$ cat src/rtl/core/bit_toggle_stream_scrambler_assert.svh
// Assertion macros shared by the scrambler RTL.
// Expects clk and rst_n in the scope where a macro is used.
`ifndef BIT_TOGGLE_STREAM_SCRAMBLER_ASSERT_SVH
`define BIT_TOGGLE_STREAM_SCRAMBLER_ASSERT_SVH

`ifndef NO_ASSERTIONS
`define BTSS_ASSERT(lbl, prop) \
  lbl: assert property (@(posedge clk) disable iff (!rst_n) (prop)) \
    else $error("btss assertion failed");
`define BTSS_ASSERT_MSG(lbl, prop, msg) \
  lbl: assert property (@(posedge clk) disable iff (!rst_n) (prop)) \
    else $error(msg);
`else
`define BTSS_ASSERT(lbl, prop)
`define BTSS_ASSERT_MSG(lbl, prop, msg)
`endif

`endif

$ cat src/rtl/core/btss_pkg.sv
// Package for the bit toggle stream scrambler: field widths, command codes,
// reset constants and the controller/datapath command and status structs.
package btss_pkg;

  localparam int KEY_IDX_W = 6;
  localparam int BYTE_W    = 8;
  localparam int BIT_W     = 3;
  localparam int CHUNK_W   = 16;

  localparam logic [CHUNK_W-1:0] CHUNK_RESET = 16'd30000;

  localparam logic CMD_KEY  = 1'b0;
  localparam logic CMD_DATA = 1'b1;

  typedef struct packed {
    logic in_ready;
    logic key_wr1;
    logic key_wr2;
    logic data_acc;
    logic out_load;
    logic x_start;
    logic x_rda;
    logic x_geta;
    logic x_rdb;
    logic x_calc;
  } btss_cmd_t;

  typedef struct packed {
    logic in_valid;
    logic in_cmd;
    logic idx_ok;
    logic idx_last;
    logic out_free;
    logic x_end;
    logic pass_last;
  } btss_stat_t;

endpackage

$ cat src/rtl/core/btss_if.sv
// Valid/ready channel interfaces for the scrambler: request input,
// result output and configuration write. Depends on btss_pkg.
interface btss_in_if;
  logic                            valid;
  logic                            ready;
  logic                            cmd;
  logic [btss_pkg::KEY_IDX_W-1:0]  key_index;
  logic [btss_pkg::BYTE_W-1:0]     key_byte;
  logic [btss_pkg::BYTE_W-1:0]     data_byte;

  modport source (output valid, cmd, key_index, key_byte, data_byte, input ready);
  modport sink   (input valid, cmd, key_index, key_byte, data_byte, output ready);
endinterface

interface btss_out_if;
  logic                        valid;
  logic                        ready;
  logic [btss_pkg::BYTE_W-1:0] out_byte;

  modport source (output valid, out_byte, input ready);
  modport sink   (input valid, out_byte, output ready);
endinterface

interface btss_cfg_if;
  logic                         valid;
  logic                         ready;
  logic [btss_pkg::CHUNK_W-1:0] chunk_length;

  modport source (output valid, chunk_length, input ready);
  modport sink   (input valid, chunk_length, output ready);
endinterface

$ cat src/rtl/core/btss_datapath.sv
// Scrambler datapath: schedule memory, position and chunk counters,
// expansion arithmetic and output register. Depends on btss_pkg, btss_if.
`include "bit_toggle_stream_scrambler_assert.svh"

module btss_datapath #(
  parameter int KEY_LEN = 40
) (
  input  logic                clk,
  input  logic                rst_n,
  btss_in_if.sink             in_if,
  btss_out_if.source          out_if,
  btss_cfg_if.sink            cfg_if,
  input  btss_pkg::btss_cmd_t cmd_i,
  output btss_pkg::btss_stat_t stat_o
);

  localparam int SCHED_LEN = 2 * KEY_LEN;
  localparam int PW        = $clog2(SCHED_LEN);
  localparam int CW        = btss_pkg::CHUNK_W;
  localparam int BW        = btss_pkg::BIT_W;

  logic [BW-1:0]                  mem [SCHED_LEN];
  logic [BW-1:0]                  rdata_r;
  logic                           rd_en;
  logic [PW-1:0]                  rd_addr;
  logic                           wr_en;
  logic [PW-1:0]                  wr_addr;
  logic [BW-1:0]                  wr_data;

  logic [PW-1:0]                  pos_r, pos_nxt;
  logic [CW-1:0]                  count_r, count_nxt;
  logic [CW-1:0]                  chunk_len_r;
  logic [CW:0]                    limit;
  logic [CW:0]                    count_inc;

  logic [PW-1:0]                  kidx_r;
  logic [BW-1:0]                  key_r;
  logic [btss_pkg::BYTE_W-1:0]    data_r;
  logic [btss_pkg::BYTE_W-1:0]    out_byte_r;
  logic                           out_valid_r;

  logic [PW-1:0]                  i_r;
  logic                           pass_r;
  logic [BW-1:0]                  a_r;
  logic [BW-1:0]                  b;
  logic                           eq;
  logic [PW+1:0]                  b_plus_2i;
  logic [BW-1:0]                  new_a, new_b;
  logic [PW-1:0]                  i_inc;

  assign in_if.ready   = cmd_i.in_ready;
  assign cfg_if.ready  = rst_n;
  assign out_if.valid  = out_valid_r;
  assign out_if.out_byte = out_byte_r;

  assign stat_o.in_valid  = in_if.valid;
  assign stat_o.in_cmd    = in_if.cmd;
  assign stat_o.idx_ok    = 32'(in_if.key_index) < 32'(KEY_LEN);
  assign stat_o.idx_last  = kidx_r == PW'(KEY_LEN - 1);
  assign stat_o.out_free  = !out_valid_r || out_if.ready;
  assign stat_o.x_end     = i_r == PW'(SCHED_LEN - 2);
  assign stat_o.pass_last = pass_r;

  // expansion step
  assign b         = rdata_r;
  assign eq        = a_r == b;
  assign b_plus_2i = (PW+2)'(b) + (PW+2)'({i_r, 1'b0});
  assign new_a     = BW'(a_r + b + {i_r[1:0], 1'b0});
  assign new_b     = (b_plus_2i > (PW+2)'(7)) ? BW'(b + i_r[2:0] + {i_r[1:0], 1'b0})
                                              : b_plus_2i[BW-1:0];
  assign i_inc     = i_r + PW'(1);

  always_comb begin
    rd_en   = cmd_i.data_acc | cmd_i.x_rda | cmd_i.x_geta | cmd_i.x_rdb;
    rd_addr = i_inc;
    if (cmd_i.data_acc) begin
      rd_addr = pos_r;
    end else if (cmd_i.x_rda) begin
      rd_addr = i_r;
    end
    wr_en   = cmd_i.key_wr1 | cmd_i.key_wr2 | cmd_i.x_calc;
    wr_addr = PW'(in_if.key_index);
    wr_data = in_if.key_byte[BW-1:0];
    if (cmd_i.key_wr2) begin
      wr_addr = kidx_r + PW'(KEY_LEN);
      wr_data = key_r;
    end else if (cmd_i.x_calc) begin
      wr_addr = eq ? i_r : i_inc;
      wr_data = eq ? new_a : new_b;
    end
  end

  always_ff @(posedge clk) begin
    if (wr_en) begin
      mem[wr_addr] <= wr_data;
    end
    if (rd_en) begin
      rdata_r <= mem[rd_addr];
    end
  end

  // chunk and position counters
  assign limit     = (chunk_len_r == '0) ? {1'b1, {CW{1'b0}}} : {1'b0, chunk_len_r};
  assign count_inc = {1'b0, count_r} + (CW+1)'(1);

  always_comb begin
    pos_nxt   = pos_r;
    count_nxt = count_r;
    if (cmd_i.key_wr1) begin
      pos_nxt   = '0;
      count_nxt = '0;
    end else if (cmd_i.data_acc) begin
      if (count_inc >= limit) begin
        pos_nxt   = '0;
        count_nxt = '0;
      end else begin
        count_nxt = count_inc[CW-1:0];
        pos_nxt   = (pos_r == PW'(SCHED_LEN - 1)) ? '0 : pos_r + PW'(1);
      end
    end
  end

  always_ff @(posedge clk) begin
    if (!rst_n) begin
      pos_r       <= '0;
      count_r     <= '0;
      chunk_len_r <= btss_pkg::CHUNK_RESET;
      out_valid_r <= 1'b0;
      i_r         <= '0;
      pass_r      <= 1'b0;
    end else begin
      pos_r   <= pos_nxt;
      count_r <= count_nxt;
      if (cfg_if.valid) begin
        chunk_len_r <= cfg_if.chunk_length;
      end
      if (cmd_i.out_load) begin
        out_valid_r <= 1'b1;
      end else if (out_if.ready) begin
        out_valid_r <= 1'b0;
      end
      if (cmd_i.x_start) begin
        i_r    <= PW'(KEY_LEN);
        pass_r <= 1'b0;
      end else if (cmd_i.x_calc) begin
        if (stat_o.x_end) begin
          i_r    <= PW'(KEY_LEN);
          pass_r <= ~pass_r;
        end else begin
          i_r <= i_inc;
        end
      end
    end
  end

  always_ff @(posedge clk) begin
    if (cmd_i.key_wr1) begin
      kidx_r <= PW'(in_if.key_index);
      key_r  <= in_if.key_byte[BW-1:0];
    end
    if (cmd_i.data_acc) begin
      data_r <= in_if.data_byte;
    end
    if (cmd_i.out_load) begin
      out_byte_r <= data_r ^ (btss_pkg::BYTE_W'(1) << rdata_r);
    end
    if (cmd_i.x_geta) begin
      a_r <= rdata_r;
    end else if (cmd_i.x_calc) begin
      a_r <= eq ? b : new_b;
    end
  end

  `BTSS_ASSERT(a_out_hold, (out_valid_r && !out_if.ready) |=> (out_valid_r && $stable(out_byte_r)))
  `BTSS_ASSERT(a_key_restarts_pos, cmd_i.key_wr1 |=> (pos_r == '0 && count_r == '0))
  `BTSS_ASSERT_MSG(a_pos_in_range, 32'(pos_r) < 32'(SCHED_LEN), "schedule position out of range")

endmodule

$ cat src/rtl/core/btss_controller.sv
// Scrambler controller: request acceptance, key load sequencing and the
// two-pass schedule expansion sequencer. Depends on btss_pkg.
`include "bit_toggle_stream_scrambler_assert.svh"

module btss_controller (
  input  logic                 clk,
  input  logic                 rst_n,
  input  btss_pkg::btss_stat_t stat_i,
  output btss_pkg::btss_cmd_t  cmd_o
);

  typedef enum logic [6:0] {
    S_IDLE   = 7'b0000001,
    S_XOR    = 7'b0000010,
    S_KEY2   = 7'b0000100,
    S_X_RDA  = 7'b0001000,
    S_X_GETA = 7'b0010000,
    S_X_RDB  = 7'b0100000,
    S_X_CALC = 7'b1000000
  } state_t;

  state_t state_r, state_nxt;
  logic   take_req;
  logic   key_busy;

  assign key_busy = (state_r != S_IDLE) && (state_r != S_XOR);

  always_comb begin
    cmd_o     = '0;
    state_nxt = state_r;
    take_req  = 1'b0;
    unique case (state_r)
      S_IDLE: begin
        cmd_o.in_ready = rst_n;
        take_req       = stat_i.in_valid && rst_n;
      end
      S_XOR: begin
        cmd_o.in_ready = stat_i.out_free;
        if (stat_i.out_free) begin
          cmd_o.out_load = 1'b1;
          state_nxt      = S_IDLE;
          take_req       = stat_i.in_valid;
        end
      end
      S_KEY2: begin
        cmd_o.key_wr2 = 1'b1;
        if (stat_i.idx_last) begin
          cmd_o.x_start = 1'b1;
          state_nxt     = S_X_RDA;
        end else begin
          state_nxt = S_IDLE;
        end
      end
      S_X_RDA: begin
        cmd_o.x_rda = 1'b1;
        state_nxt   = S_X_GETA;
      end
      S_X_GETA: begin
        cmd_o.x_geta = 1'b1;
        state_nxt    = S_X_CALC;
      end
      S_X_RDB: begin
        cmd_o.x_rdb = 1'b1;
        state_nxt   = S_X_CALC;
      end
      S_X_CALC: begin
        cmd_o.x_calc = 1'b1;
        if (!stat_i.x_end) begin
          state_nxt = S_X_RDB;
        end else if (!stat_i.pass_last) begin
          state_nxt = S_X_RDA;
        end else begin
          state_nxt = S_IDLE;
        end
      end
      default: begin
        state_nxt = S_IDLE;
      end
    endcase

    if (take_req) begin
      if (stat_i.in_cmd == btss_pkg::CMD_DATA) begin
        cmd_o.data_acc = 1'b1;
        state_nxt      = S_XOR;
      end else if (stat_i.idx_ok) begin
        cmd_o.key_wr1 = 1'b1;
        state_nxt     = S_KEY2;
      end
    end
  end

  always_ff @(posedge clk) begin
    if (!rst_n) begin
      state_r <= S_IDLE;
    end else begin
      state_r <= state_nxt;
    end
  end

  `BTSS_ASSERT(a_key2_after_wr1, (state_r == S_KEY2) |-> $past(cmd_o.key_wr1))
  `BTSS_ASSERT(a_calc_after_read, (state_r == S_X_CALC) |-> $past(cmd_o.x_geta || cmd_o.x_rdb))
  `BTSS_ASSERT_MSG(a_no_req_in_expand, key_busy |-> !cmd_o.in_ready, "request taken during key load")

endmodule

$ cat src/rtl/core/bit_toggle_stream_scrambler.sv
// Bit toggle stream scrambler, top level. Data byte: the byte and its schedule bit
// are registered, then the result register is loaded once free; one data byte
// per cycle sustained while the output is not stalled. Key byte load: two writes to
// the schedule memory. Last key byte: also runs the two expansion passes, each entry
// step a read, then a calculate-and-write, on the memory port. Sync active-low
// reset clears position, chunk count and control; chunk_length resets to 30000.
module bit_toggle_stream_scrambler #(
  parameter int KEY_LEN = 40
) (
  input  logic         clk,
  input  logic         rst_n,
  btss_in_if.sink      in_if,
  btss_out_if.source   out_if,
  btss_cfg_if.sink     cfg_if
);

  btss_pkg::btss_cmd_t  cmd;
  btss_pkg::btss_stat_t stat;

  btss_controller u_ctrl (
    .clk    (clk),
    .rst_n  (rst_n),
    .stat_i (stat),
    .cmd_o  (cmd)
  );

  btss_datapath #(
    .KEY_LEN (KEY_LEN)
  ) u_dp (
    .clk    (clk),
    .rst_n  (rst_n),
    .in_if  (in_if),
    .out_if (out_if),
    .cfg_if (cfg_if),
    .cmd_i  (cmd),
    .stat_o (stat)
  );

endmodule

$ cat src/flat_wrapper.sv
// flat-port wrapper written by rule: the top's interface ports become plain ports
module bit_toggle_stream_scrambler_flat 
#(
  parameter int KEY_LEN = 40
)
  (clk, rst_n, in_if_valid, in_if_cmd, in_if_key_index, in_if_key_byte, in_if_data_byte, in_if_ready, out_if_valid, out_if_out_byte, out_if_ready, cfg_if_valid, cfg_if_chunk_length, cfg_if_ready);
  btss_in_if in_if_i ();
  btss_out_if out_if_i ();
  btss_cfg_if cfg_if_i ();
  input  logic clk;
  input  logic rst_n;
  input wire logic [$bits(in_if_i.valid)-1:0] in_if_valid;
  input wire logic [$bits(in_if_i.cmd)-1:0] in_if_cmd;
  input wire logic [$bits(in_if_i.key_index)-1:0] in_if_key_index;
  input wire logic [$bits(in_if_i.key_byte)-1:0] in_if_key_byte;
  input wire logic [$bits(in_if_i.data_byte)-1:0] in_if_data_byte;
  output wire logic [$bits(in_if_i.ready)-1:0] in_if_ready;
  output wire logic [$bits(out_if_i.valid)-1:0] out_if_valid;
  output wire logic [$bits(out_if_i.out_byte)-1:0] out_if_out_byte;
  input wire logic [$bits(out_if_i.ready)-1:0] out_if_ready;
  input wire logic [$bits(cfg_if_i.valid)-1:0] cfg_if_valid;
  input wire logic [$bits(cfg_if_i.chunk_length)-1:0] cfg_if_chunk_length;
  output wire logic [$bits(cfg_if_i.ready)-1:0] cfg_if_ready;
  assign in_if_i.valid = in_if_valid;
  assign in_if_i.cmd = in_if_cmd;
  assign in_if_i.key_index = in_if_key_index;
  assign in_if_i.key_byte = in_if_key_byte;
  assign in_if_i.data_byte = in_if_data_byte;
  assign in_if_ready = in_if_i.ready;
  assign out_if_valid = out_if_i.valid;
  assign out_if_out_byte = out_if_i.out_byte;
  assign out_if_i.ready = out_if_ready;
  assign cfg_if_i.valid = cfg_if_valid;
  assign cfg_if_i.chunk_length = cfg_if_chunk_length;
  assign cfg_if_ready = cfg_if_i.ready;
  bit_toggle_stream_scrambler #(.KEY_LEN(KEY_LEN)) u_core (.clk(clk), .rst_n(rst_n), .in_if(in_if_i), .out_if(out_if_i), .cfg_if(cfg_if_i));
endmodule
$ cat config.mk
export PLATFORM = sky130hd
export DESIGN_NAME = bit_toggle_stream_scrambler_flat
export DESIGN_NICKNAME = d
export VERILOG_FILES = /design/src/rtl/core/btss_pkg.sv /design/src/rtl/core/btss_if.sv /design/src/rtl/core/btss_datapath.sv /design/src/rtl/core/btss_controller.sv /design/src/rtl/core/bit_toggle_stream_scrambler.sv /design/src/flat_wrapper.sv
export VERILOG_INCLUDE_DIRS = /design/src /design/src/rtl/core
export SDC_FILE = /design/constraint.sdc
export NUM_CORES = 1
export LEC_CHECK = 0
export BUFFER_PORTS_ARGS = -buffer_cell sky130_fd_sc_hd__clkbuf_2
export CORE_MARGIN = 2
export CORE_UTILIZATION = 52
export CTS_BUF_LIST = sky130_fd_sc_hd__clkbuf_4 sky130_fd_sc_hd__clkbuf_8
export CTS_CLUSTER_DIAMETER = 30
export DETAILED_ROUTE_END_ITERATION = 10
export PLACE_DENSITY = 0.69
export SLEW_MARGIN = 25
export SYNTH_ARGS = -nofsm -noshare
export SYNTH_HDL_FRONTEND = slang
export SYNTH_HIERARCHICAL = 1
export SYNTH_SLANG_ARGS = --single-unit
$ cat constraint.sdc
create_clock -name clk -period 8.55 [get_ports clk]
set_input_delay 0.4275 -clock clk [delete_from_list [all_inputs] [get_ports clk]]
set_output_delay 0.4275 -clock clk [all_outputs]
set_load 0.05 [all_outputs]
==> reports/metrics.cfg, run 1 <==
[final_layout]
antenna_cells=0
final_nets=1342
seq_area_um2=9239
n_fill_cell=2290
mostFrequentLayoutCells=edfxtp_1 (271), nor2_1 (137), nand2_1 (111)
drive_gt1_frac=0.1908
area_delta_synth_final_pct=13.87
multiInputGateArea_um2=5494
final_design_area_no_fill_um2=17330
final_common_cell=edfxtp_1

[floorplanning]
fp.dieH_um=175.1
ioPinCount=55
rows=62
core_um2=28780
start_util=0.5290
die_x_um=175.1
die_area_um2=30660

[run]
cap_violations=0

[routing]
routed_via_density=5.721
first_iter_violations=759
first_pass_iters=6
postRouteAntennaNets=0
drc=0
wirelength_um=33130
num_vias=9755
wl_per_cell_um=19.43

[synthesis]
synthesis.nets=1269
synth_top_family_by_area=simple AND/OR/NAND/NOR gates
synth_warnings=6
yosysTopAreaCell=edfxtp_1
synth.area.top_cells=edfxtp_1 (53%), dfxtp_1 (7.2%), mux4_2 (5.5%), nor2_1 (3.4%), mux2i_1 (3.0%)
ys_seq_area_frac=0.6069
async_flop_share=0
synth_edf_count=271
ys_types=78
synth_xor_area_frac=0.03263
syn_avg_cell_area_um2=12.76
ys.flop_type=edfxtp_1
netlist.area_leader.share=0.5346
synth_compound_area_frac=0.06797
muxShareOfSynthArea=0.08942
yosys.area_share.simple=0.1401
synthAdderAreaFrac=0.02778
synth.cell_area_um2=15220
syn_inst=1193
ys_seq_elements=326

[setup_path]
crit_end=u_core/u_dp/b[1]
rrSetupSlack_ns=3.47
cp.arrival_ns=5.36
worstReg2RegStart=u_core/u_ctrl/state_r[6]
ff2ff_path_depth=11
end_kind=flop
timing.rr.end=u_core/u_dp/b[1]
critPathKind=reg -> reg
crit_fanout=45
start_kind=flop
cp-startpoint=u_core/u_ctrl/state_r[6]
required_ns=8.82

[timing]
finalCritPeriodShare=0.5946
max_slew_margin=0.3259
period_minus_slack_ns=5.084
drv_slew=0
fin_setup_tns_ns=0
finalHoldViolations=0
max_slew.worst_pin.slew_ns=1.004
setup-violations-final=0
rsz0062_at_grt=false
fin_skew_ns=0.02050
max_freq_mhz=196.7

[grt]
grt_use_total=0.2174
grt_max_degree=81
grt_pass1_wl_um=51780
antenna_found_initial=0
overflow=0
grt_pass1_vias=9674

[placed_design]
portBuffers=49
placed_area_um2=15700
gp_congestion=0.8203
place_hpwl_um=20950

[clock_network]
cts_buffer_depth=3
cts-root-buf=clkbuf_8
clock_latency_ns=0.59
cts_sinks=326
cts_setup_buffers=0
cts_tree=yes
htree_num_levels=3
cts.clk_slew.worst_paths_ns=0.06
cts_buffers=71

[power]
leakagePower_nw=6.072
p_per_area_nw_per_um2=216.5
ir_worst_vdd_v=0.0001903

[run_status]
status=finished clean

[min_path]
hp-class=in -> reg

==> synth_stat cells, types with 6 or more instances <==
master,count
a211oi_1,6
a21oi_1,29
and2_1,8
and3_1,16
buf_1,6
buf_2,18
buf_4,10
buf_6,10
clkbuf_1,24
dfxtp_1,55
edfxtp_1,271
ha_1,29
inv_1,33
mux2_2,6
mux2i_1,46
mux4_2,37
nand2_1,111
nand2b_1,15
nand3_1,48
nand4_1,16
nor2_1,137
nor2b_1,22
nor3_1,15
nor3b_1,7
nor4_1,11
o211ai_1,20
o21a_1,8
o21ai_0,25
xnor2_1,20
xor2_1,33
==> flip-flops by register name, indices dropped and copies added (netlist names), 7 cells and up <==
register and count:
u_core/u_dp/chunk_len_r 16, u_core/u_dp/mem 240, u_core/u_dp/count_r 16, u_core/u_dp/pos_r 7, u_core/u_ctrl/state_r 7, u_core/u_dp/data_r 8
u_core/u_dp/i_r 7, u_core/u_dp/out_if.out_byte 8
==> routing by layer <==
metal,GRT usage,vias to the layer above,wire [um]
met3,0.04482,58,2032
met4,0.08194,0,810
met2,0.3643,295,16270
met1,0.2796,4803,14020
met5,0,-,0
li1,-,4599,-
==> cell families (layout without fill, tap and decap cells) <==
kind of cell | Yosys count | after routing
compound gates | 147 | 147
flops | 326 | 326
xor+xnor | 55 | 55
fa+ha+maj | 32 | 32
simple gates | 440 | 440
mux | 89 | 89
buf+inv | 104 | 232
==> through the flow <==
stage	setup WS [ns]	instances	power, mW	hold slack [ns]	util
5_1_grt	3.168	1705	3.878	0.01171	0.6023
2_1_floorplan	3.346	1193	1.878	0.4706	-
3_5_place_dp	3.502	1572	1.924	0.4989	0.5454
3_3_place_gp	3.536	1572	1.921	0.4895	0.5454
6_report	3.466	1705	3.753	0.03356	0.6023
4_1_cts	3.498	1705	3.789	0.0006161	0.6021
==> report_power, final <==
part | internal [mW] | switching (mW)
sequential | 1.73 | 0.00887
clock | 1.14 | 0.722
combinational | 0.0528 | 0.0998
total | 2.92 | 0.830
==> how the worst min path moves through the flow <==
stage | from | endpoint | slack [ns] | cells past startpoint
6_report | in_if_data_byte[3] | u_core/u_dp/data_r[3] | 0.03 | 1
5_1_grt | in_if_data_byte[3] | u_core/u_dp/data_r[3] | 0.01 | 1
3_5_place_dp | u_core/u_dp/pos_r[3] | u_core/u_dp/pos_r[3] | 0.50 | 2
4_1_cts | in_if_data_byte[3] | u_core/u_dp/data_r[3] | 0.0006 | 1
3_3_place_gp | u_core/u_dp/pos_r[3] | u_core/u_dp/pos_r[3] | 0.49 | 2
2_1_floorplan | u_core/u_dp/pos_r[3] | u_core/u_dp/pos_r[3] | 0.47 | 2
==> area by class of cell <==
type	count	share of cell area
Sequential cell	326	0.5330
Multi-Input combinational cell	763	0.3169
Clock buffer	85	0.06316
Clock inverter	43	0.02808
Tap cell	384	0.02772
Timing Repair Buffer	69	0.02353
Inverter	35	0.007579
==> critical path, stage by stage, from the launching register on <==
cell and delay (ns):
dfxtp_1 0.40, nor3_1 0.50, o211ai_1 0.25, inv_2 0.11, and3_2 0.80, nand2_1 0.25
o31ai_4 0.13, buf_4 0.50, mux4_2 0.58, a22o_1 0.24, a2111oi_0 0.68, a32oi_1 0.29
==> timing repair <==
item | 4_1_cts | 5_1_grt
resized for setup | 0 | 0
hold buffers | 5 | 0
setup endpoints to repair | 0 | 0
endpoints found under the hold margin | 5 | 0
No activity file was read; power rests on OpenSTA's default activity.
==> run 2, diff against run 1 <==
PLACE_DENSITY = 0.71   (was 0.69)
clock period = 4.6 ns   (was 8.55 ns; I/O delays follow)
==> run 2 against run 1 <==
  * Worst setup slack lost 3.1 ns
  * Hold slack lost 0.0095 ns
  * First-iteration DRC count grew 39%
  * Wire length grew 4.4%
  * Clock power grew 96%
  * Final cell count grew 2.7%
  * Register-to-register slack lost 3.1 ns
  * Count of clock-buffer cells in the layout shrank 3
  * Global-route usage grew 1.5 points
  * Design area grew 3.2%
  * Critical path depth is the same
  * Critical endpoint unchanged
==> reports/metrics.cfg, run 2 (synthesis gave the netlist of run 1 again) <==
[timing]
period_minus_slack_ns=4.190
max_freq_mhz=238.6
rsz0062_at_grt=false
finalHoldViolations=0
finalCritPeriodShare=0.9110
setup_slack_ns=0.4096
drv_slew=0
max_slew_margin=0.3627
setup-violations-final=0
max_slew.worst_pin.slew_ns=0.9560
fin_skew_ns=0.03022
fin_setup_tns_ns=0

[placed_design]
gp_congestion=0.8648
placed_area_um2=15890
dp_slack_ns=0.5236
place_hpwl_um=22070
place_inst=1589
portBuffers=49

[routing]
drc=0
wirelength_um=34600
postRouteAntennaNets=0
routed_via_density=5.776
first_iter_violations=1057
first_pass_iters=5
num_vias=10113
wl_per_cell_um=19.76

[setup_path]
critPathKind=reg -> reg
start_kind=flop
end_kind=flop
crit_chain=nor3_1, o211ai_1, inv_2, and3_2, nor2_1, mux2i_1, and2_2, mux4_2, a22o_1, a2111oi_0, a32oi_1
critPathBufInv=1
worst_path_max_delay_cell=a2111oi_0
crit_fanout=19
cpPeakStageDelay_ns=0.58
required_ns=4.87
cpLargestDelayFamily=simple AND/OR/NAND/NOR gates
cp.arrival_ns=4.46

[floorplanning]
ioPinCount=55
fp.dieH_um=175.1
die_x_um=175.1
die_area_um2=30660
start_util=0.5290
rows=62
core_um2=28780

[clock_network]
htree_num_levels=3
post_cts_resized=0
cts-root-buf=clkbuf_8
cts.clk_slew.worst_paths_ns=0.05
cts_setup_buffers=0
cts_tree=yes
clock_latency_ns=0.58
cts_sinks=326
cts_buffers=71
ctsHoldBuffers=33
cts_buffer_depth=3

[final_layout]
final_common_cell=edfxtp_1
top_register=u_core/u_dp/mem
final_design_area_no_fill_um2=17890
drive_gt1_frac=0.1982
n_fill_cell=2205
final_nets=1387
antenna_cells=0
mostFrequentLayoutCells=edfxtp_1 (271), nor2_1 (137), nand2_1 (111)
fin_cells=1751
area_delta_synth_final_pct=17.53
largest_register_ffs=240
largest_registers=u_core/u_dp/mem x240, u_core/u_dp/chunk_len_r x16, u_core/u_dp/count_r x16

[power]
ir_worst_vdd_v=0.0002861
seq_power_share=0.449
power.share.clock=0.506
leakagePower_nw=6.320
swShare=0.2205
p_per_area_nw_per_um2=402.7
pwr-share-comb=0.045
intPower_mw=5.617
p_sw_mw=1.589

[grt]
grt_pass1_vias=10368
grt_max_degree=81
grt_use_total=0.2322
antenna_found_initial=0
grt_pass1_wl_um=55630
overflow=0

[run]
cap_violations=0

[run_status]
status=finished clean

[min_path]
hp-class=in -> reg

run 2: cell types whose count changed in the layout (fill, tap and decap cells not counted), moves of 2 or more:
cell,before,now
dlygate4sd3_1,5,33
buf_4,15,27
buf_12,0,5
bufinv_16,9,12
clkbuf_4,12,9
clkinv_2,10,7
clkinv_4,5,7
clkinvlp_4,9,11
inv_6,2,4
run 2: cell type report:
type | count | area [um2] | share of cell area
clock inverters | 47 | 596.8 | 0.03336
well taps | 384 | 480.5 | 0.02685
clock buffers | 82 | 1072 | 0.05993
repair buffers | 114 | 878.3 | 0.04909
inverters | 35 | 131.4 | 0.007343
flip-flops and latches | 326 | 9239 | 0.5164
multi-input cells | 763 | 5494 | 0.3071
run 2: per-layer routing:
metal | vias to the layer above | track usage | wire [um]
met4 | 0 | 0.09410 | 1136
met2 | 413 | 0.3817 | 16590
met3 | 93 | 0.04286 | 2350
li1 | 4692 | - | -
met5 | - | 0 | 0
met1 | 4915 | 0.3060 | 14520
run 2: stage by stage:
step | hold slack [ns] | power, mW | util
floorplan | 0.3289 | 3.489 | -
finish | 0.02407 | 7.206 | 0.6217
detailed placement | 0.4096 | 3.592 | 0.5520
global route | 0.03274 | 7.455 | 0.6217
global placement | 0.4087 | 3.585 | 0.5520
CTS | 0.003817 | 7.268 | 0.6215
run 2: worst paths after layout:
check / start / to / slack [ns] / cells past startpoint
setup / recovery: u_core/u_ctrl/state_r[6] / u_core/u_dp/b[1] / 0.41 / 11
hold / removal: out_if_ready / u_core/u_dp/out_if.valid / 0.02 / 3
setup reg to reg: u_core/u_ctrl/state_r[6] / u_core/u_dp/b[1] / 0.41 / 11
hold reg to reg: u_core/u_dp/pos_r[3] / u_core/u_dp/pos_r[3] / 0.51 / 2
run 2: worst reg2reg max path, stage by stage, from the launching register on:
cell       delay, ns
dfxtp_1         0.39
nor3_1          0.33
o211ai_1        0.20
inv_2           0.10
and3_2          0.40
nor2_1          0.11
mux2i_1         0.24
and2_2          0.57
mux4_2          0.43
a22o_1          0.26
a2111oi_0       0.58
a32oi_1         0.26
run 2: power groups by stage:
stage,Sequential (mW),Combinational [mW],Clock [mW]
floorplan,3.29,0.197,0
global placement,3.30,0.290,0
detailed placement,3.30,0.296,0
CTS,3.23,0.320,3.71
global route,3.24,0.351,3.87
finish,3.24,0.321,3.65
